**config.mk**
```make
export PLATFORM = sky130hd
export DESIGN_NAME = tjp_ram
export DESIGN_NICKNAME = d
export VERILOG_FILES = /design/src/sv/tjp_ram.sv
export SDC_FILE = /design/constraint.sdc
export NUM_CORES = 1
export LEC_CHECK = 0
export ABC_AREA = 1
export BUFFER_PORTS_ARGS = -buffer_cell sky130_fd_sc_hd__buf_2
export CAP_MARGIN = 30
export CORE_MARGIN = 4
export CORE_UTILIZATION = 55
export CTS_CLUSTER_SIZE = 25
export DETAILED_ROUTE_END_ITERATION = 16
export PLACE_DENSITY = 0.84
export SETUP_SLACK_MARGIN = 0.3
export SYNTH_ARGS = -nofsm -noshare
export SYNTH_HDL_FRONTEND = slang
export SYNTH_SLANG_ARGS = --single-unit
```
**constraint.sdc**
```tcl
create_clock -name i_clk -period 1.5 [get_ports i_clk]
set_clock_uncertainty 0.15 [all_clocks]
set_input_delay 0 -clock i_clk [delete_from_list [all_inputs] [get_ports i_clk]]
set_output_delay 0 -clock i_clk [all_outputs]
set_load 0.05 [all_outputs]
```
**src/sv/tjp_ram.sv**
```systemverilog
// generic single write port ram with registered read
// no dependencies
`default_nettype none
module tjp_ram #(
    parameter int WIDTH = 8,
    parameter int DEPTH = 4
) (
    input  wire logic                     i_clk,
    input  wire logic                     i_we,
    input  wire logic [$clog2(DEPTH)-1:0] i_waddr,
    input  wire logic [WIDTH-1:0]         i_wdata,
    input  wire logic [$clog2(DEPTH)-1:0] i_raddr,
    output logic      [WIDTH-1:0]         o_rdata
);
    logic [WIDTH-1:0] r_mem [DEPTH];

    always_ff @(posedge i_clk) begin
        if (i_we) begin
            r_mem[i_waddr] <= i_wdata;
        end
        o_rdata <= r_mem[i_raddr];
    end
endmodule
`default_nettype wire

```
# After elaboration in Yosys (flattened, before gate mapping)
# Memory sizes are Yosys's and may differ from the RTL's. A register that Yosys moved wholly into a read port is not among the register bits.
# Index checks and enable logic that the tools add are counted.
dict set report totals {
  romBits 0
  ramBits 32
  latchBits 0
  mem_count 1
  output_inout_bits 8
  reg_bits 0
}
# name words word_bits rd rd_ports_with_merged_regs write_ports line_no
set mem_list {}
lappend mem_list {r_mem 4 8 1 1 1 15} ;# logic [WIDTH-1:0] r_mem [DEPTH];
dict set report classes {
  n_lt_le_gt_ge 0
  n_addsub 0
  mul 0
  bitwise_logic 0
  n_reduce_logical 0
  shift 0
  mux 2
  div_mod_pow 0
  eq_ne 0
}
# operator n
set op_table {}
lappend op_table {{1-bit 2-to-1 mux} 2}

# Longest topological paths before layout
# Gate-level depths: netlist of the first run.
dict set report logic_depth {
  depth_word 2
  depth_mapped 6
  ltp_nobuf 4
}

# Worst setup path before layout of the first run
# OpenSTA, ideal clock, no wires.
dict set report synth_path {
  kind {input to register}
  from {in i_waddr[0]}
  to {mem r_mem[3][0], enable pin}
  arrival_ns 0.680
  stages 2
  setup_ns 0.383
  required_ns 0.967
  path_slack_ns 0.287
  path_cell_list {inv_1 > nor3_1}
}
# item line_no
set synth_lines {}
lappend synth_lines {{start, declared} 10} ;# input wire logic [$clog2(DEPTH)-1:0] i_waddr,
lappend synth_lines {{end, declared} 15}
# Straight into the memory's write port.

# Worst setup path in the final report of the first run
dict set report layout_path {
  from {in i_waddr[1]}
  to {mem r_mem[0][7], enable pin}
}
# Straight into the memory's write port.

==> flow_metrics.py, run 1 <==
metrics = {
    "grt": {
        "grt_pass1_vias": 1001,
        "track_usage_pct": 18.0,
        "grt_start_max_net_pins": 18,
        "overflow": 0,
        "antenna_found_initial": 0,
        "grt_first_pass_wirelength_um": 4540,
    },
    "power_and_ir_drop": {
        "p_int_mw": 1.68,
        "clockPowerShare_pct": 30.3,
        "switchingPower_uw": 516,
        "leakagePower_nw": 0.902,
        "p_seq_share_pct": 58.1,
        "p_sw_share_pct": 23.5,
        "powerDensity_mw_per_mm2": 1160,
        "p_comb_share_pct": 11.7,
        "ir_drop_v": 0.000953,
    },
    "detailed_routing": {
        "route.detailed.drc": 0,
        "first_pass_iters": 4,
        "via_count": 1058,
        "ant_nets": 0,
        "drt-initial-drc-count": 38,
        "wire_per_inst_um": 14.0,
        "avgViaCountPerCell": 4.99,
        "routed_wl_um": 2960,
    },
    "die": {
        "die_h_um": 61.0,
        "die_area_mm2": 0.00373,
        "initial_core_util_pct": 59.8,
        "io_pins": 22,
        "die_w_um": 61.0,
        "fp-row-count": 18,
        "coreArea_mm2": 0.00259,
    },
    "sta": {
        "fmax_ghz": 0.865,
        "finalHoldViolCount": 0,
        "relSlewSlack_pct": 78.3,
        "rsz0062_at_grt": "no",
        "setup-violations-final": 0,
        "worst_slew_pin_slew_ps": 326,
        "finalCritPeriodShare_pct": 77.1,
        "final.setup.tns_ps": 0,
        "finalCriticalPeriod_ps": 1160,
        "report.final.slew_viol_count": 0,
    },
    "worst_hold_path": {
        "hp-class": "primary input to register",
        "min_from": "i_we",
        "min_path_cells": 4,
    },
    "cts": {
        "cts_tree": "built",
        "ctsHtreeMaxLevel": 2,
        "cts_num_sinks": 40,
        "worstSkewPairLatency_ps": 340,
        "cts_buffer_depth": 2,
        "clk_pin_slew_ps": 110,
        "cts_root_buf": "clkbuf_4",
        "cts_buffers": 5,
        "post_cts_buffers": 0,
    },
    "synth": {
        "syn_area_per_cell_um2": 11.0,
        "yosys.area.top_type_share_pct": 62.1,
        "synth_area_mm2": 0.00155,
        "synth_warnings": 0,
        "yosysSeqAreaShare_pct": 72.4,
        "ys_ff_latch": 40,
        "synthesis.nets": 155,
        "synth_area_leader_cell": "edfxtp_1",
        "synthTopCellsByArea": "edfxtp_1, dfxtp_1, nand2_1",
        "synth_cells": 141,
        "yosysUniqueCellTypes": 10,
    },
    "setup_path": {
        "endpoint_kind": "register",
        "cp.arrival_ps": 1060,
        "r2r_cells": 4,
        "critPathMaxFanout": 8,
        "crit_required_ps": 1410,
        "regToRegStartpoint": "r_mem[1][1]",
        "critPathKind": "primary input to register",
        "startpoint_type": "primary input",
        "r2r_slack_ps": 560,
        "cp-startpoint": "i_waddr[1]",
    },
    "layout": {
        "final_cell_mix": "nand2_1, inv_1, edfxtp_1",
        "area_growth_pct": 22.3,
        "drive_gt1_share_pct": 19.2,
        "final_common_cell": "nand2_1",
        "utilization_pct": 73.1,
        "antenna_cells": 0,
        "final_area_mm2": 0.00189,
        "finalNetCount": 195,
    },
    "place": {
        "gp_congestion": 0.885,
        "port_buffers": 21,
        "place_area_mm2": 0.00169,
        "dp_hpwl_um": 2070,
    },
    "run": {
        "cap_viol_max_count": 0,
    },
    "outcome": {
        "status": "completed",
    },
}
## cells in the mapped netlist (all sizes together)
cell type and instances:
edfxtp 32, nor3 4, nand3 16, dfxtp 8
nand2 40, inv 37, buf 4
## path summary, 6_finish.rpt
kind                 end
max          r_mem[0][7]
min          r_mem[3][3]
max reg2reg   o_rdata[1]
min reg2reg   o_rdata[0]
## power by group through the flow
| stage | Clock (mW) | Sequential (mW) | Combinational (mW) |
|---|---|---|---|
| detailed placement | 0 | 1.30 | 0.230 |
| CTS | 0.678 | 1.28 | 0.255 |
| global placement | 0 | 1.30 | 0.224 |
| global route | 0.739 | 1.28 | 0.278 |
| floorplan | 0 | 1.38 | 0.0862 |
| finish | 0.666 | 1.28 | 0.257 |
## critical path: stages
cell           delay [ps]
dlygate4sd3_1         530
buf_2                 140
nor3_1                190
buf_4                 210
## stage by stage
step	cells	power [mW]	hold WS [ps]	setup slack [ps]
2_1_floorplan	141	1.46	-51.1	292
3_3_place_gp	192	1.52	84.9	546
3_5_place_dp	192	1.53	78.1	491
4_1_cts	212	2.21	57.2	313
5_1_grt	212	2.30	81.6	301
6_report	212	2.20	72.2	344
## final cells by class
| class | instances | area, µm² |
|---|---|---|
| Clock buffer | 5 | 37.5 |
| Clock inverter | 3 | 37.5 |
| Fill cell | 162 | 697 |
| Inverter | 37 | 141 |
| Multi-Input combinational cell | 60 | 260 |
| Sequential cell | 40 | 1120 |
| Tap cell | 30 | 37.5 |
| Timing Repair Buffer | 37 | 258 |
## cells by family after synthesis
logic type	Yosys count	share of synthesized area, %
flip-flops	40	72.4
AND/OR/NAND/NOR	60	16.2
buffers and inverters	41	11.4
## repair_timing
action                                 in CTS  in global routing
hold buffers                               12                  0
gates resized for setup                     0                  3
setup endpoints to repair                   0                  8
endpoints found under the hold margin      64                  0
## state kept, by name (all words and copies together) (netlist names)
name     flops
o_rdata      8
r_mem       32
## routing by layer
layer | GRT usage [%] | part of all wire [%] | vias to the layer above
met5 | 0 | 0 | -
li1 | - | - | 520
met2 | 31.7 | 53 | 38
met1 | 20.5 | 38 | 491
met4 | 6.81 | 2.3 | 0
met3 | 5.66 | 6.6 | 9
Power figures use the tool's default switching activity.
==> run 2, diff against run 1 <==
Settings changed: CORE_UTILIZATION 55 to 49, PLACE_DENSITY 0.84 to 0.8.
Clock period 1.5 ns to 1.05 ns, I/O delays scaled along.
==> run 2 against run 1 <==
Effect of this change: register-to-register slack got worse by 450 ps; clock power increased by 13%; via count decreased by 1.6%; the run now ends with hold timing left; sequential power increased by 45%; hold slack got worse by 250 ps; largest cell class unchanged.
==> flow_metrics.py, run 2 (synthesis results as in run 1) <==
metrics = {
    "setup_path": {
        "crit_required_ps": 900,
        "cp.arrival_ps": 850,
        "critPathMaxFanout": 1,
        "worstPathCellList": "buf_8",
        "crit_family": "flip-flops",
        "crit_buf_inv": 1,
        "startpoint_type": "register",
        "slowest_delay_ps": 350,
        "critPathKind": "register to output port",
        "endpoint_kind": "output port",
        "cp_slowest_cell": "dfxtp_2",
    },
    "outcome": {
        "status": "complete, but fails checks",
        "violations": "hold timing",
    },
    "place": {
        "port_buffers": 21,
        "gp_congestion": 0.836,
        "dp_cells": 206,
        "dp_hpwl_um": 2120,
    },
    "layout": {
        "multiInputGateArea_um2": 318,
        "final_cell_mix": "nand2_1, inv_1, edfxtp_1",
        "area_growth_pct": 32.1,
        "final_cells": 222,
        "final_common_cell": "nand2_1",
        "top_regs": "r_mem: 32 flops, o_rdata: 8 flops",
        "largest_reg_flops": 32,
        "regMostFlops": "r_mem",
        "utilization_pct": 67.5,
        "ff_latch_area_mm2": 0.00113,
        "antenna_cells": 0,
        "fillers": 206,
        "finalNetCount": 191,
        "drive_gt1_share_pct": 28.1,
    },
    "power_and_ir_drop": {
        "leakagePower_nw": 0.926,
        "ir_drop_v": 0.000927,
        "p_total_mw": 3.05,
        "powerDensity_mw_per_mm2": 1490,
    },
    "sta": {
        "finalCritPeriodShare_pct": 95.0,
        "report.final.slew_viol_count": 0,
        "hold-worst-slack_ps": -181,
        "relSlewSlack_pct": 77.8,
        "rsz0062_at_grt": "yes",
        "setup-violations-final": 0,
        "worst_slew_pin_slew_ps": 333,
        "fmax_ghz": 1.00,
        "finalHoldViolCount": 13,
        "finalCriticalPeriod_ps": 997,
    },
    "detailed_routing": {
        "drt-initial-drc-count": 55,
        "via_count": 1041,
        "first_pass_iters": 4,
        "route.detailed.drc": 0,
        "avgViaCountPerCell": 4.69,
        "routed_wl_um": 3040,
        "ant_nets": 0,
        "wire_per_inst_um": 13.7,
    },
    "die": {
        "fp-row-count": 20,
        "die_h_um": 64.2,
        "initial_core_util_pct": 51.1,
        "io_pins": 22,
        "coreArea_mm2": 0.00303,
        "die_w_um": 64.2,
        "die_area_mm2": 0.00412,
    },
    "cts": {
        "clk_pin_slew_ps": 120,
        "cts_root_buf": "clkbuf_4",
        "cts_num_sinks": 40,
        "cts_buffers": 5,
        "holdBufCountCts": 8,
        "worstSkewPairLatency_ps": 350,
        "ctsHtreeMaxLevel": 2,
        "cts_buffer_depth": 2,
        "cts_tree": "built",
    },
    "grt": {
        "grt_first_pass_wirelength_um": 5090,
        "grt_pass1_vias": 1018,
        "track_usage_pct": 17.0,
        "overflow": 0,
        "antenna_found_initial": 0,
        "grt_start_max_net_pins": 18,
    },
    "run": {
        "cap_viol_max_count": 0,
    },
    "worst_hold_path": {
        "hp-class": "primary input to register",
    },
}
[run 2: routing by layer]
layer,global-route usage (%),vias to the layer above,part of all wire [%]
met1,19.7,479,40
met4,7.65,0,3.4
li1,-,511,-
met5,0,-,0
met3,4.75,11,6.4
met2,29.3,40,50
[run 2: path summary, 6_finish.rpt]
check | end | slack [ps] | cells after the start | startpoint
worst max-delay path | o_rdata[2] | 50 | 1 | o_rdata[2]
worst min-delay path | o_rdata[2] | -180 | 3 | i_raddr[1]
worst max register to register | o_rdata[6] | 110 | 4 | r_mem[2][6]
worst min register to register | o_rdata[6] | 410 | 4 | r_mem[1][6]
[run 2: stage by stage]
step	area, µm²	TNS [ps]	setup slack, ps
floorplan	1590	0	149
global placement	1800	-110	-13.7
detailed placement	1800	-657	-35.2
CTS	2020	0	35.0
global route	2040	-3.38	-3.38
finish	2040	0	53.0
[run 2: timing repair]
item	in CTS	in global routing
resized for setup	31	7
pin swaps	7	8
buffers inserted	0	0
setup endpoints to repair	16	16
hold endpoints to repair	64	27
[run 2: final cells by class]
class / instances / area share, %
sequential: 40 / 55.3
inverter: 37 / 6.92
clock inverter: 1 / 0.428
multi-input combinational: 60 / 15.5
clock buffer: 7 / 2.20
tap: 44 / 2.69
timing repair buffer: 33 / 16.9
[run 2: worst min-delay path: cells and delay by family]
family / cells / cell delay, ps
and+or+nand+nor: 2 / 140
buffers and inverters: 1 / 160
[run 2: power by group]
part	switching, mW	internal, mW	leakage (nW)
Combinational	0.266	0.185	0.535
Sequential	0.0377	1.81	0.362
Clock	0.484	0.269	0.0295
Total	0.787	2.26	0.926
==> run 3, diff against run 2 <==
Settings changed: PLACE_DENSITY 0.8 to 0.76.
==> run 3 against run 2 <==
Effect of this change: the run still ends with hold timing left; register-to-register slack better by 40 ps; via count shrank 3.0%; global-route usage is 2.2 points lower; combinational power fell by 4%; die area did not move; sequential cell count unchanged; total power shrank 2.6%; clock power is 7.2% lower; count of clock-buffer cells in the layout fell by 2; sequential power barely moved; first-iteration DRC count rose by 3.6%; sequential share of layout area increased by 0.62 points; critical endpoint unchanged; highest routed layer unchanged.
==> flow_metrics.py, run 3 (synthesis results as in run 1) <==
metrics = {
    "outcome": {
        "status": "complete, but fails checks",
        "violations": "hold timing",
    },
    "setup_path": {
        "critPathKind": "register to output port",
        "critPathMaxFanout": 1,
        "crit_family": "flip-flops",
        "cp.arrival_ps": 840,
        "startpoint_type": "register",
        "cp_slowest_cell": "dfxtp_2",
        "slowest_delay_ps": 350,
        "crit_required_ps": 900,
        "crit_buf_inv": 1,
        "worstPathCellList": "buf_8",
        "endpoint_kind": "output port",
    },
    "sta": {
        "final.setup.tns_ps": 0,
        "fmax_ghz": 1.01,
        "finalHoldViolCount": 8,
        "relSlewSlack_pct": 77.4,
        "setup-violations-final": 0,
        "worst_slew_pin_slew_ps": 339,
        "report.final.slew_viol_count": 0,
        "hold-worst-slack_ps": -168,
        "finalCritPeriodShare_pct": 94.2,
        "finalCriticalPeriod_ps": 989,
        "rsz0062_at_grt": "yes",
    },
    "power_and_ir_drop": {
        "clockPowerShare_pct": 23.5,
        "p_comb_share_pct": 14.5,
        "ir_drop_v": 0.000889,
        "powerDensity_mw_per_mm2": 1470,
        "leakagePower_nw": 0.926,
        "p_int_mw": 2.23,
        "switchingPower_uw": 745,
        "p_sw_share_pct": 25.1,
        "p_seq_share_pct": 61.9,
    },
    "layout": {
        "multiInputGateArea_um2": 318,
        "area_growth_pct": 30.6,
        "antenna_cells": 0,
        "fillers": 221,
        "final_cell_mix": "nand2_1, inv_1, edfxtp_1",
        "utilization_pct": 66.8,
        "ff_latch_area_mm2": 0.00113,
        "top_regs": "r_mem: 32 flops, o_rdata: 8 flops",
        "largest_reg_flops": 32,
        "regMostFlops": "r_mem",
        "drive_gt1_share_pct": 28.5,
        "final_common_cell": "nand2_1",
        "finalNetCount": 192,
    },
    "die": {
        "fp-row-count": 20,
        "die_area_mm2": 0.00412,
        "die_w_um": 64.2,
        "initial_core_util_pct": 51.1,
        "coreArea_mm2": 0.00303,
        "die_h_um": 64.2,
        "io_pins": 22,
    },
    "grt": {
        "grt_first_pass_wirelength_um": 4330,
        "antenna_found_initial": 0,
        "use_met2_pct": 27.1,
        "grt_start_max_net_pins": 18,
        "track_usage_pct": 14.8,
        "grt_busiest_layer": "met2",
        "grt_pass1_vias": 989,
        "grt.met1_usage_pct": 13.9,
        "use_met3_pct": 5.62,
        "overflow": 0,
    },
    "cts": {
        "cts_buffer_depth": 2,
        "cts_buffers": 5,
        "cts_num_sinks": 40,
        "cts_root_buf": "clkbuf_4",
        "clk_pin_slew_ps": 110,
        "holdBufCountCts": 8,
        "cts_tree": "built",
        "worstSkewPairLatency_ps": 350,
        "ctsHtreeMaxLevel": 2,
    },
    "run": {
        "cap_viol_max_count": 0,
    },
    "detailed_routing": {
        "route.detailed.drc": 0,
        "ant_nets": 0,
        "wire_per_inst_um": 11.8,
        "via_count": 1010,
        "drt-initial-drc-count": 57,
        "avgViaCountPerCell": 4.53,
        "routed_wl_um": 2630,
        "first_pass_iters": 4,
    },
    "place": {
        "gp_congestion": 0.791,
        "port_buffers": 21,
        "dp_hpwl_um": 1750,
    },
    "worst_hold_path": {
        "hp-class": "primary input to register",
    },
}
run 3: final timing paths:
kind | startpoint | to | slack, ps | cells after the start
worst max-delay path | o_rdata[2] | o_rdata[2] | 60 | 1
worst min-delay path | i_raddr[1] | o_rdata[1] | -170 | 3
worst max register to register | r_mem[1][7] | o_rdata[7] | 150 | 4
worst min register to register | r_mem[3][6] | o_rdata[6] | 390 | 4
run 3: power by group through the flow:
stage / Sequential [mW] / Clock [mW] / Combinational (mW)
final: 1.84 / 0.699 / 0.432
after CTS: 1.84 / 0.728 / 0.412
after global routing: 1.85 / 0.798 / 0.467
after global placement: 1.86 / 0 / 0.345
after detailed placement: 1.86 / 0 / 0.353
after floorplan: 1.96 / 0 / 0.135
run 3: metal layers:
| metal | up-vias | part of all wire [%] |
|---|---|---|
| met5 | - | 0 |
| met1 | 466 | 36 |
| li1 | 513 | - |
| met3 | 5 | 5.8 |
| met2 | 26 | 55 |
| met4 | 0 | 2.7 |
run 3: repair_timing:
item                                    CTS  global route
gates resized for setup                  24             9
pin swaps                                16             2
setup buffers                             0             0
endpoints found under the setup margin   16            16
endpoints found under the hold margin    55            20
run 3: cell type report:
type | instances | share of cell area [%]
inverter | 37 | 6.99
timing repair buffer | 34 | 16.1
tap | 44 | 2.72
clock buffer | 5 | 1.86
multi-input combinational | 60 | 15.7
clock inverter | 3 | 0.681
sequential | 40 | 55.9
run 3: metrics by stage:
stage | area [µm²] | cells | setup WS [ps] | power, mW
after CTS | 1980 | 223 | 45.0 | 2.98
after floorplan | 1590 | 141 | 149 | 2.10
after global placement | 1790 | 207 | -6.15 | 2.20
after detailed placement | 1790 | 207 | -40.1 | 2.21
final | 2020 | 223 | 61.0 | 2.97
after global routing | 2020 | 223 | 14.6 | 3.11
